<file path="config.mk">
export PLATFORM = sky130hd
export DESIGN_NAME = neighbor_table_aging_unit_flat
export DESIGN_NICKNAME = d
export VERILOG_FILES = /design/src/design/nta_pkg.sv /design/src/design/nta_in_if.sv /design/src/design/nta_out_if.sv /design/src/design/neighbor_table_aging_unit.sv /design/src/design/nta_front.sv /design/src/design/nta_table.sv /design/src/flat_wrapper.sv
export SDC_FILE = /design/constraint.sdc
export NUM_CORES = 2
export LEC_CHECK = 0
export ABC_AREA = 1
export BUFFER_PORTS_ARGS = -buffer_cell sky130_fd_sc_hd__clkbuf_2
export CAP_MARGIN = 10
export CORE_MARGIN = 2
export CORE_UTILIZATION = 57
export CTS_CLUSTER_DIAMETER = 80
export DETAILED_ROUTE_END_ITERATION = 10
export PLACE_DENSITY = 0.74
export SKIP_LAST_GASP = 1
export SYNTH_ARGS = -nofsm -noshare
export SYNTH_HDL_FRONTEND = slang
export SYNTH_HIERARCHICAL = 1
export SYNTH_SLANG_ARGS = --single-unit
</file>
<file path="constraint.sdc">
create_clock -name clk -period 5.6 [get_ports clk]
set_input_delay 0.28 -clock clk [delete_from_list [all_inputs] [get_ports clk]]
set_output_delay 0.28 -clock clk [all_outputs]
set_load 0.05 [all_outputs]
</file>
<file path="src/design/nta_pkg.sv">
`default_nettype none
// ----------------------------------------------------------------------------
// nta_pkg: shared types and constants of the neighbor table aging unit
// Command format passed from the front part to the table part, and the
// fixed field widths of the table.
// ----------------------------------------------------------------------------
package nta_pkg;

	// Input operation codes.
	localparam logic OP_HELLO = 1'b0;
	localparam logic OP_TICK  = 1'b1;

	// Field widths.
	localparam int unsigned PORT_W     = 2;
	localparam int unsigned ID_W       = 32;
	localparam int unsigned ADDR_W     = 32;
	localparam int unsigned IVAL_W     = 16;
	localparam int unsigned ALIVE_W    = 18;
	localparam int unsigned COUNT_W    = 5;
	localparam int unsigned EXPIRED_W  = 5;

	// The dead timer runs for this many hello intervals.
	localparam int unsigned DEAD_FACTOR = 3;

	// Saturation limit of the neighbor and expiry counters.
	localparam logic [COUNT_W-1:0] COUNT_MAX = 5'd31;

	// Command queue between front and table.
	localparam int unsigned FIFO_DEPTH = 2;
	localparam int unsigned FIFO_PTR_W = $clog2(FIFO_DEPTH);
	localparam int unsigned FIFO_CNT_W = $clog2(FIFO_DEPTH + 1);

	// Classified command kinds.
	typedef enum logic [2:0] {
		CMD_HELLO = 3'b001,
		CMD_TICK  = 3'b010,
		CMD_DROP  = 3'b100
	} cmd_kind_t;

	typedef struct packed {
		cmd_kind_t           kind;
		logic [PORT_W-1:0]   port;
		logic [ID_W-1:0]     id;
		logic [ADDR_W-1:0]   addr;
		logic [ADDR_W-1:0]   mask;
		logic [ALIVE_W-1:0]  load;
	} cmd_t;

	typedef struct packed {
		logic valid;
		cmd_t cmd;
	} cmd_chan_t;

endpackage
`default_nettype wire

</file>
<file path="src/design/nta_in_if.sv">
`default_nettype none
// ----------------------------------------------------------------------------
// nta_in_if: input item channel
// Hello and tick items with a valid/ready handshake.
// ----------------------------------------------------------------------------
interface nta_in_if;
	logic        valid;
	logic        ready;
	logic        operation;
	logic [1:0]  port;
	logic [31:0] neighbor_id;
	logic [31:0] source_ip;
	logic [31:0] neighbor_mask;
	logic [15:0] hello_interval;

	modport source (
		output valid, operation, port, neighbor_id, source_ip, neighbor_mask,
		       hello_interval,
		input  ready
	);

	modport sink (
		input  valid, operation, port, neighbor_id, source_ip, neighbor_mask,
		       hello_interval,
		output ready
	);
endinterface
`default_nettype wire

</file>
<file path="src/design/nta_out_if.sv">
`default_nettype none
// ----------------------------------------------------------------------------
// nta_out_if: result item channel
// One result item per input item with a valid/ready handshake.
// ----------------------------------------------------------------------------
interface nta_out_if;
	logic       valid;
	logic       ready;
	logic       lsu_trigger;
	logic       known_neighbor;
	logic       table_full;
	logic [4:0] expired_count;

	modport source (
		output valid, lsu_trigger, known_neighbor, table_full, expired_count,
		input  ready
	);

	modport sink (
		input  valid, lsu_trigger, known_neighbor, table_full, expired_count,
		output ready
	);
endinterface
`default_nettype wire

</file>
<file path="src/design/neighbor_table_aging_unit.sv">
`default_nettype none
// ----------------------------------------------------------------------------
// neighbor_table_aging_unit: routing neighbor table with dead timers
// Learns neighbors from hello items, reloads their dead timers, and ages
// and removes them on tick items.
// ----------------------------------------------------------------------------
//  Channel  Direction  Item
//  req      in         operation, port, neighbor_id, source_ip,
//                      neighbor_mask, hello_interval
//  rsp      out        lsu_trigger, known_neighbor, table_full, expired_count
//
// The table part handles each item in turn: take a command from the queue,
// evaluate every cell in parallel, then apply the update and load the result.
// The next command is taken only once the apply step has loaded the result.
// A two-entry command queue keeps the input open while the table works or
// while a result waits on rsp.ready; a waiting result holds the apply cycle.
// Reset clears all valid bits and per-port counts at once; no clearing pass.
// ----------------------------------------------------------------------------
module neighbor_table_aging_unit #(
	parameter int unsigned NEIGHBOR_ENTRIES = 16,
	parameter int unsigned PORTS            = 4
) (
	input  wire        clk,
	input  wire        arst_n,
	nta_in_if.sink     req,
	nta_out_if.source  rsp
);
	import nta_pkg::*;

	cmd_chan_t cmd_ch;
	logic      cmd_pop;

	// Intake and classification.
	nta_front #(
		.PORTS (PORTS)
	) u_front (
		.clk     (clk),
		.arst_n  (arst_n),
		.req     (req),
		.cmd_ch  (cmd_ch),
		.cmd_pop (cmd_pop)
	);

	// Table and aging engine.
	nta_table #(
		.NEIGHBOR_ENTRIES (NEIGHBOR_ENTRIES),
		.PORTS            (PORTS)
	) u_table (
		.clk     (clk),
		.arst_n  (arst_n),
		.cmd_ch  (cmd_ch),
		.cmd_pop (cmd_pop),
		.rsp     (rsp)
	);
endmodule
`default_nettype wire

</file>
<file path="src/design/nta_front.sv">
`default_nettype none
// ----------------------------------------------------------------------------
// nta_front: item intake and classification
// Accepts input items, classifies them as hello, tick or dropped hello,
// computes the dead timer load and queues the command for the table.
// ----------------------------------------------------------------------------
module nta_front #(
	parameter int unsigned PORTS = 4
) (
	input  wire                    clk,
	input  wire                    arst_n,
	nta_in_if.sink                 req,
	output nta_pkg::cmd_chan_t     cmd_ch,
	input  wire                    cmd_pop
);
	import nta_pkg::*;

	cmd_t                  fifo_q [FIFO_DEPTH];
	logic [FIFO_PTR_W-1:0] wr_ptr_q;
	logic [FIFO_PTR_W-1:0] rd_ptr_q;
	logic [FIFO_CNT_W-1:0] count_q;
	cmd_t                  cmd_new;
	logic                  push;

	// Room in the queue opens the input.
	assign req.ready = (count_q != FIFO_CNT_W'(FIFO_DEPTH));
	assign push      = req.valid && req.ready;

	// Classify the item and build the command.
	always_comb begin
		cmd_new.port = req.port;
		cmd_new.id   = req.neighbor_id;
		cmd_new.addr = req.source_ip;
		cmd_new.mask = req.neighbor_mask;
		cmd_new.load = ALIVE_W'(req.hello_interval) * ALIVE_W'(DEAD_FACTOR);
		if (req.operation == OP_TICK) begin
			cmd_new.kind = CMD_TICK;
		end else if (32'(req.port) >= PORTS) begin
			cmd_new.kind = CMD_DROP;
		end else begin
			cmd_new.kind = CMD_HELLO;
		end
	end

	// Queue storage.
	always_ff @(posedge clk) begin
		if (push) begin
			fifo_q[wr_ptr_q] <= cmd_new;
		end
	end

	// Queue pointers and fill level.
	always_ff @(posedge clk or negedge arst_n) begin
		if (!arst_n) begin
			wr_ptr_q <= '0;
			rd_ptr_q <= '0;
			count_q  <= '0;
		end else begin
			if (push) begin
				wr_ptr_q <= wr_ptr_q + FIFO_PTR_W'(1);
			end
			if (cmd_pop) begin
				rd_ptr_q <= rd_ptr_q + FIFO_PTR_W'(1);
			end
			if (push && !cmd_pop) begin
				count_q <= count_q + FIFO_CNT_W'(1);
			end else if (cmd_pop && !push) begin
				count_q <= count_q - FIFO_CNT_W'(1);
			end
		end
	end

	assign cmd_ch.valid = (count_q != '0);
	assign cmd_ch.cmd   = fifo_q[rd_ptr_q];

`ifndef ASSERT_OFF
	a_fill_bound: assert property (@(posedge clk) disable iff (!arst_n)
		count_q <= FIFO_CNT_W'(FIFO_DEPTH))
		else $error("command queue overfilled");

	a_pop_nonempty: assert property (@(posedge clk) disable iff (!arst_n)
		cmd_pop |-> count_q != '0)
		else $error("command popped from an empty queue");

	a_push_counts: assert property (@(posedge clk) disable iff (!arst_n)
		(push && !cmd_pop) |=> count_q == $past(count_q) + FIFO_CNT_W'(1))
		else $error("queue fill level missed a push");
`endif
endmodule
`default_nettype wire

</file>
<file path="src/design/nta_table.sv">
`default_nettype none
// ----------------------------------------------------------------------------
// nta_table: neighbor table and aging engine
// Holds the neighbor entries and per-port counts, carries out hello and tick
// commands in an evaluate cycle and an apply cycle, and holds the result in
// an output register.
// ----------------------------------------------------------------------------
module nta_table #(
	parameter int unsigned NEIGHBOR_ENTRIES = 16,
	parameter int unsigned PORTS            = 4
) (
	input  wire                    clk,
	input  wire                    arst_n,
	input  nta_pkg::cmd_chan_t     cmd_ch,
	output logic                   cmd_pop,
	nta_out_if.source              rsp
);
	import nta_pkg::*;

	localparam int unsigned N     = NEIGHBOR_ENTRIES;
	localparam int unsigned CNT_W = $clog2(N + 1);

	typedef enum logic [2:0] {
		B_IDLE  = 3'b001,
		B_EVAL  = 3'b010,
		B_APPLY = 3'b100
	} back_state_t;

	back_state_t          state_q;
	back_state_t          state_next;
	cmd_t                 cmd_q;

	// Table storage, one cell per entry.
	logic [N-1:0]         valid_q;
	logic [PORT_W-1:0]    port_q  [N];
	logic [ID_W-1:0]      id_q    [N];
	logic [ADDR_W-1:0]    addr_q  [N];
	logic [ADDR_W-1:0]    mask_q  [N];
	logic [ALIVE_W-1:0]   alive_q [N];
	logic [COUNT_W-1:0]   pcount_q [PORTS];

	// Evaluation results.
	logic [N-1:0]         hit_vec;
	logic [N-1:0]         free_vec;
	logic [N-1:0]         exp_vec;
	logic [N-1:0]         hit_oh_q;
	logic [N-1:0]         free_oh_q;
	logic [N-1:0]         exp_q;

	// Apply cycle signals.
	logic                 go;
	logic                 is_hello;
	logic                 is_tick;
	logic                 any_hit;
	logic                 any_free;
	logic [CNT_W-1:0]     n_exp;
	logic [N-1:0]         on_port [PORTS];
	logic [CNT_W-1:0]     port_exp [PORTS];

	// Output register.
	logic                 res_valid_q;
	logic                 res_lsu_q;
	logic                 res_known_q;
	logic                 res_full_q;
	logic [EXPIRED_W-1:0] res_expired_q;
	logic                 lsu_next;
	logic                 known_next;
	logic                 full_next;
	logic [EXPIRED_W-1:0] expired_next;

	// Sequencer: take a command, evaluate, apply when the result slot frees.
	assign cmd_pop = (state_q == B_IDLE) && cmd_ch.valid;
	assign go      = (state_q == B_APPLY) && (!res_valid_q || rsp.ready);

	always_comb begin
		state_next = state_q;
		unique case (state_q)
			B_IDLE: begin
				if (cmd_ch.valid) begin
					state_next = B_EVAL;
				end
			end
			B_EVAL: begin
				state_next = B_APPLY;
			end
			B_APPLY: begin
				if (go) begin
					state_next = B_IDLE;
				end
			end
			default: begin
				state_next = B_IDLE;
			end
		endcase
	end

	always_ff @(posedge clk or negedge arst_n) begin
		if (!arst_n) begin
			state_q <= B_IDLE;
		end else begin
			state_q <= state_next;
		end
	end

	always_ff @(posedge clk) begin
		if (cmd_pop) begin
			cmd_q <= cmd_ch.cmd;
		end
	end

	// Per-cell match, free and expiry flags.
	always_comb begin
		for (int i = 0; i < N; i++) begin
			hit_vec[i]  = valid_q[i] && (port_q[i] == cmd_q.port) && (id_q[i] == cmd_q.id);
			free_vec[i] = !valid_q[i];
			exp_vec[i]  = valid_q[i] && (alive_q[i] <= ALIVE_W'(1));
		end
	end

	// Keep only the lowest hit and the lowest free slot.
	always_ff @(posedge clk) begin
		if (state_q == B_EVAL) begin
			hit_oh_q  <= hit_vec & (~hit_vec + N'(1));
			free_oh_q <= free_vec & (~free_vec + N'(1));
			exp_q     <= exp_vec;
		end
	end

	assign is_hello = (cmd_q.kind == CMD_HELLO);
	assign is_tick  = (cmd_q.kind == CMD_TICK);
	assign any_hit  = |hit_oh_q;
	assign any_free = |free_oh_q;
	assign n_exp    = CNT_W'($countones(exp_q));

	// Expiring entries per port.
	always_comb begin
		for (int p = 0; p < PORTS; p++) begin
			for (int i = 0; i < N; i++) begin
				on_port[p][i] = (32'(port_q[i]) == p);
			end
			port_exp[p] = CNT_W'($countones(exp_q & on_port[p]));
		end
	end

	// Result of the command.
	always_comb begin
		lsu_next     = 1'b0;
		known_next   = 1'b0;
		full_next    = 1'b0;
		expired_next = '0;
		if (is_hello) begin
			known_next = any_hit;
			lsu_next   = !any_hit && any_free;
			full_next  = !any_hit && !any_free;
		end else if (is_tick) begin
			lsu_next     = (n_exp != '0);
			expired_next = (32'(n_exp) > 32'(COUNT_MAX)) ? COUNT_MAX : EXPIRED_W'(n_exp);
		end
	end

	// Valid bits and per-port neighbor counts.
	always_ff @(posedge clk or negedge arst_n) begin
		if (!arst_n) begin
			valid_q <= '0;
			for (int p = 0; p < PORTS; p++) begin
				pcount_q[p] <= '0;
			end
		end else if (go) begin
			if (is_hello && !any_hit && any_free) begin
				valid_q <= valid_q | free_oh_q;
				for (int p = 0; p < PORTS; p++) begin
					if ((32'(cmd_q.port) == p) && (pcount_q[p] < COUNT_MAX)) begin
						pcount_q[p] <= pcount_q[p] + COUNT_W'(1);
					end
				end
			end else if (is_tick) begin
				valid_q <= valid_q & ~exp_q;
				for (int p = 0; p < PORTS; p++) begin
					if (32'(pcount_q[p]) > 32'(port_exp[p])) begin
						pcount_q[p] <= pcount_q[p] - COUNT_W'(port_exp[p]);
					end else begin
						pcount_q[p] <= '0;
					end
				end
			end
		end
	end

	// Entry contents and dead timers.
	always_ff @(posedge clk) begin
		for (int i = 0; i < N; i++) begin
			if (go && is_hello) begin
				if (any_hit) begin
					if (hit_oh_q[i]) begin
						alive_q[i] <= cmd_q.load;
					end
				end else if (free_oh_q[i]) begin
					port_q[i]  <= cmd_q.port;
					id_q[i]    <= cmd_q.id;
					addr_q[i]  <= cmd_q.addr;
					mask_q[i]  <= cmd_q.mask;
					alive_q[i] <= cmd_q.load;
				end
			end else if (go && is_tick) begin
				if (exp_q[i]) begin
					alive_q[i] <= '0;
				end else if (valid_q[i]) begin
					alive_q[i] <= alive_q[i] - ALIVE_W'(1);
				end
			end
		end
	end

	// Output register: loaded on apply, cleared when taken.
	always_ff @(posedge clk or negedge arst_n) begin
		if (!arst_n) begin
			res_valid_q <= 1'b0;
		end else if (go) begin
			res_valid_q <= 1'b1;
		end else if (rsp.ready) begin
			res_valid_q <= 1'b0;
		end
	end

	always_ff @(posedge clk) begin
		if (go) begin
			res_lsu_q     <= lsu_next;
			res_known_q   <= known_next;
			res_full_q    <= full_next;
			res_expired_q <= expired_next;
		end
	end

	assign rsp.valid          = res_valid_q;
	assign rsp.lsu_trigger    = res_lsu_q;
	assign rsp.known_neighbor = res_known_q;
	assign rsp.table_full     = res_full_q;
	assign rsp.expired_count  = res_expired_q;

`ifndef ASSERT_OFF
	a_pop_to_eval: assert property (@(posedge clk) disable iff (!arst_n)
		cmd_pop |=> state_q == B_EVAL)
		else $error("popped command was not evaluated");

	a_single_slot: assert property (@(posedge clk) disable iff (!arst_n)
		state_q == B_APPLY |-> $onehot0(hit_oh_q) && $onehot0(free_oh_q))
		else $error("more than one slot selected");

	a_known_full: assert property (@(posedge clk) disable iff (!arst_n)
		res_valid_q |-> !(res_known_q && res_full_q))
		else $error("result both known and table full");

	a_expiry_update: assert property (@(posedge clk) disable iff (!arst_n)
		(res_valid_q && res_expired_q != '0) |-> res_lsu_q)
		else $error("expiry without an update");
`endif
endmodule
`default_nettype wire
</file>
<file path="src/flat_wrapper.sv">
// flat-port wrapper written by rule: the top's interface ports become plain ports
module neighbor_table_aging_unit_flat import nta_pkg::*;
#(
	parameter int unsigned NEIGHBOR_ENTRIES = 16,
	parameter int unsigned PORTS            = 4
)
  (clk, arst_n, req_valid, req_operation, req_port, req_neighbor_id, req_source_ip, req_neighbor_mask, req_hello_interval, req_ready, rsp_valid, rsp_lsu_trigger, rsp_known_neighbor, rsp_table_full, rsp_expired_count, rsp_ready);
  nta_in_if req_i ();
  nta_out_if rsp_i ();
  input  wire clk;
  input  wire arst_n;
  input wire logic [$bits(req_i.valid)-1:0] req_valid;
  input wire logic [$bits(req_i.operation)-1:0] req_operation;
  input wire logic [$bits(req_i.port)-1:0] req_port;
  input wire logic [$bits(req_i.neighbor_id)-1:0] req_neighbor_id;
  input wire logic [$bits(req_i.source_ip)-1:0] req_source_ip;
  input wire logic [$bits(req_i.neighbor_mask)-1:0] req_neighbor_mask;
  input wire logic [$bits(req_i.hello_interval)-1:0] req_hello_interval;
  output wire logic [$bits(req_i.ready)-1:0] req_ready;
  output wire logic [$bits(rsp_i.valid)-1:0] rsp_valid;
  output wire logic [$bits(rsp_i.lsu_trigger)-1:0] rsp_lsu_trigger;
  output wire logic [$bits(rsp_i.known_neighbor)-1:0] rsp_known_neighbor;
  output wire logic [$bits(rsp_i.table_full)-1:0] rsp_table_full;
  output wire logic [$bits(rsp_i.expired_count)-1:0] rsp_expired_count;
  input wire logic [$bits(rsp_i.ready)-1:0] rsp_ready;
  assign req_i.valid = req_valid;
  assign req_i.operation = req_operation;
  assign req_i.port = req_port;
  assign req_i.neighbor_id = req_neighbor_id;
  assign req_i.source_ip = req_source_ip;
  assign req_i.neighbor_mask = req_neighbor_mask;
  assign req_i.hello_interval = req_hello_interval;
  assign req_ready = req_i.ready;
  assign rsp_valid = rsp_i.valid;
  assign rsp_lsu_trigger = rsp_i.lsu_trigger;
  assign rsp_known_neighbor = rsp_i.known_neighbor;
  assign rsp_table_full = rsp_i.table_full;
  assign rsp_expired_count = rsp_i.expired_count;
  assign rsp_i.ready = rsp_ready;
  neighbor_table_aging_unit #(.NEIGHBOR_ENTRIES(NEIGHBOR_ENTRIES), .PORTS(PORTS)) u_core (.clk(clk), .arst_n(arst_n), .req(req_i), .rsp(rsp_i));
endmodule
</file>
==> key figures <==
Outcome
  – Status: finished, final reports clean

Logic synthesis
  – Synthesized Nets: 5160
  – Syn_area_per_cell: 10.51 µm²
  – Synthesized cell area: 52310 µm²
  – Mapped Cells: 4975
  – Synth Warn #: 6

Place
  – Dpl hpwl: 85.88 mm
  – Port bufs: 64
  – Final Wtd Congestion: 0.9129

Drt
  – Mean routed wirelength per cell: 22.46 µm
  – First-pass DRT Iterations: 8
  – Avg Vias per Cell: 5.962
  – Initial DRC Count: 4960
  – DR DRC count: 0
  – Routed vias: 38070
  – Final wirelength: 143.4 mm
  – Final ANT Viol Nets: 0

STA
  – Fmax: 0.2476 GHz
  – RSZ-0062 raised after global routing: false
  – Minimum clock period: 4.039 ns
  – Final setup fails: 0
  – Setup TNS: 0 ns
  – Fin. Hold Viols: 0
  – Fin crit share: 72.13%
  – Slew of the pin with the lowest slew margin: 1.245 ns
  – Clock Skews: 0.02687 ns
  – Slew HR: 16.90%
  – Fin. max-slew vios: 0

Clock tree
  – Worst-Skew Late Latency: 0.69 ns
  – TritonCTS buffer count: 105
  – Htree depth: 3
  – Root cell of the clock tree: clkbuf_16
  – Clock sinks: 1075
  – Reg clk slew, reported paths: 0.06 ns
  – Longest Clk Path Bufs: 3
  – CTS tree: done

Global routing
  – Global-route wire length before repair: 213.3 mm
  – Vias in the first global route: 36210
  – Grt total ovfl: 0
  – Initial antenna violation count: 3
  – GR Util All Layers: 30.20%
  – Largest net degree at the start of global routing: 64

Critical path
  – Critical Path RT: 5.90 ns
  – R2R Setup Slk: 1.56 ns
  – Crit path kind: flop to flop
  – Data arrival, critical path: 4.34 ns
  – CP Launch Type: flop
  – Critical path's slowest cell: nand2_1
  – Critical Path Sink Type: flop
  – Critical Path Max Stage Delay: 0.62 ns
  – Crit-path cells: inv_2 > nand2_1 > nor2_1 > inv_1 > nor2_2 > buf_4 > inv_1 > nor2_4 > buf_4 > a21oi_1 > nand2_1
  – Worst-path fanout max: 35
  – CP top delay family: buffers and inverters
  – Worst Path Buf+Inv: 5

Die
  – Boundary pin count: 129
  – Row cnt: 111
  – Die height: 306.9 µm
  – Starting Density: 57.33%
  – Core Footprint: 91250 µm²
  – Die X: 306.9 µm
  – Die ar.: 94210 µm²

Pwr
  – Max VDD drop: 0.7484 mV
  – Tot Pwr: 25.99 mW
  – Static leakage: 21.50 nW
  – Cell Pwr Density: 449.9 nW/µm²

Cells and area
  – Util after Layout: 63.32%
  – Area Overhead vs Synth: 10.46%
  – Nets@finish: 5302
  – Share of cells above drive strength 1: 8.923%
  – Diodes inserted: 0
  – Fillers: 6915

Job
  – Max-cap violations: 0

Worst hold path
  – Hold Crit Class: input port to flop
==> layer usage <==
metal  vias to the layer above  GRT usage (%)  wire length, µm
met4                         2          13.47             6635
li1                      17390              -                -
met5                         -              0                8
met1                     18250          41.39            54290
met3                       347          4.590            16960
met2                      2084          48.08            65530
==> state kept, by name, summed over array words and instances, names as in the netlist, 5 cells and up <==
signal,count
u_core/u_table/hit_oh_q,16
u_core/u_table/exp_q,16
u_core/u_table/cmd_q,55
u_core/u_table/rsp.expired_count,5
u_core/u_table/valid_q,16
u_core/u_front/fifo_q,108
u_core/u_table/free_oh_q,16
u_core/u_table/alive_q,288
u_core/u_table/id_q,512
u_core/u_table/port_q,32
==> power breakdown <==
group          internal [mW]  leakage (nW)  switching [mW]
combinational           2.13          10.1            5.98
clock                   4.05          1.66            3.01
sequential              10.5          9.77           0.360
total                   16.6          21.5            9.35
==> placed cells by master (no fill, tap or decap), types with 107 or more instances in the layout <==
master	instances
nand2_1	999
nand3_1	171
o21ai_0	363
inv_1	492
clkbuf_16	107
edfxtp_1	1051
o22ai_1	202
nor2_1	567
xnor2_1	179
xor2_1	159
==> path summary, 6_finish.rpt <==
path | startpoint | to | cells after the start
worst max-delay path | u_core/u_table/cmd_q[117] | u_core/u_table/alive_q[0][65] | 11
worst min-delay path | req_hello_interval[15] | u_core/u_front/fifo_q[0][16] | 4
worst max register to register | u_core/u_table/cmd_q[117] | u_core/u_table/alive_q[0][65] | 11
worst min register to register | u_core/u_front/count_q[0] | u_core/u_front/count_q[0] | 1
max in group asynchronous | arst_n | u_core/u_front/rd_ptr_q | 2
min in group asynchronous | arst_n | u_core/u_front/count_q[1] | 2
==> area by class of cell <==
| cell class | count | area (µm²) | area share, % |
|---|---|---|---|
| clock inverters | 62 | 621.8 | 1.076 |
| inverters | 524 | 1969 | 3.408 |
| clock buffers | 128 | 2796 | 4.840 |
| multi-input cells | 3229 | 17440 | 30.19 |
| flip-flops and latches | 1075 | 32160 | 55.66 |
| repair buffers | 182 | 1304 | 2.256 |
| well taps | 1186 | 1484 | 2.568 |
==> timing repair <==
item                       CTS  global route
setup endpoints to repair    0             0
hold buffers                39             0
buffers inserted             0             0
resized for setup            0             0
hold endpoints to repair   102             0
==> worst register-to-register path: cells and delay by family (launching register included) <==
kind,cells,cell delay (ns)
flip-flops,1,0.39
AND/OR/NAND/NOR,5,1.54
buffers and inverters,5,1.61
AO/OA/AOI/OAI,1,0.12
==> per-stage QoR <==
step	cells	instance area (µm²)	hold WS, ns	worst slack, ns
2_1_floorplan	4975	52310	-0.01559	1.272
3_3_place_gp	6157	53970	0.3849	1.690
3_5_place_dp	6157	53970	0.3929	1.656
4_1_cts	6386	57780	0.01636	1.635
5_1_grt	6386	57780	0.05638	1.440
6_report	6386	57780	0.04798	1.561
Power figures use the tool's default switching activity.
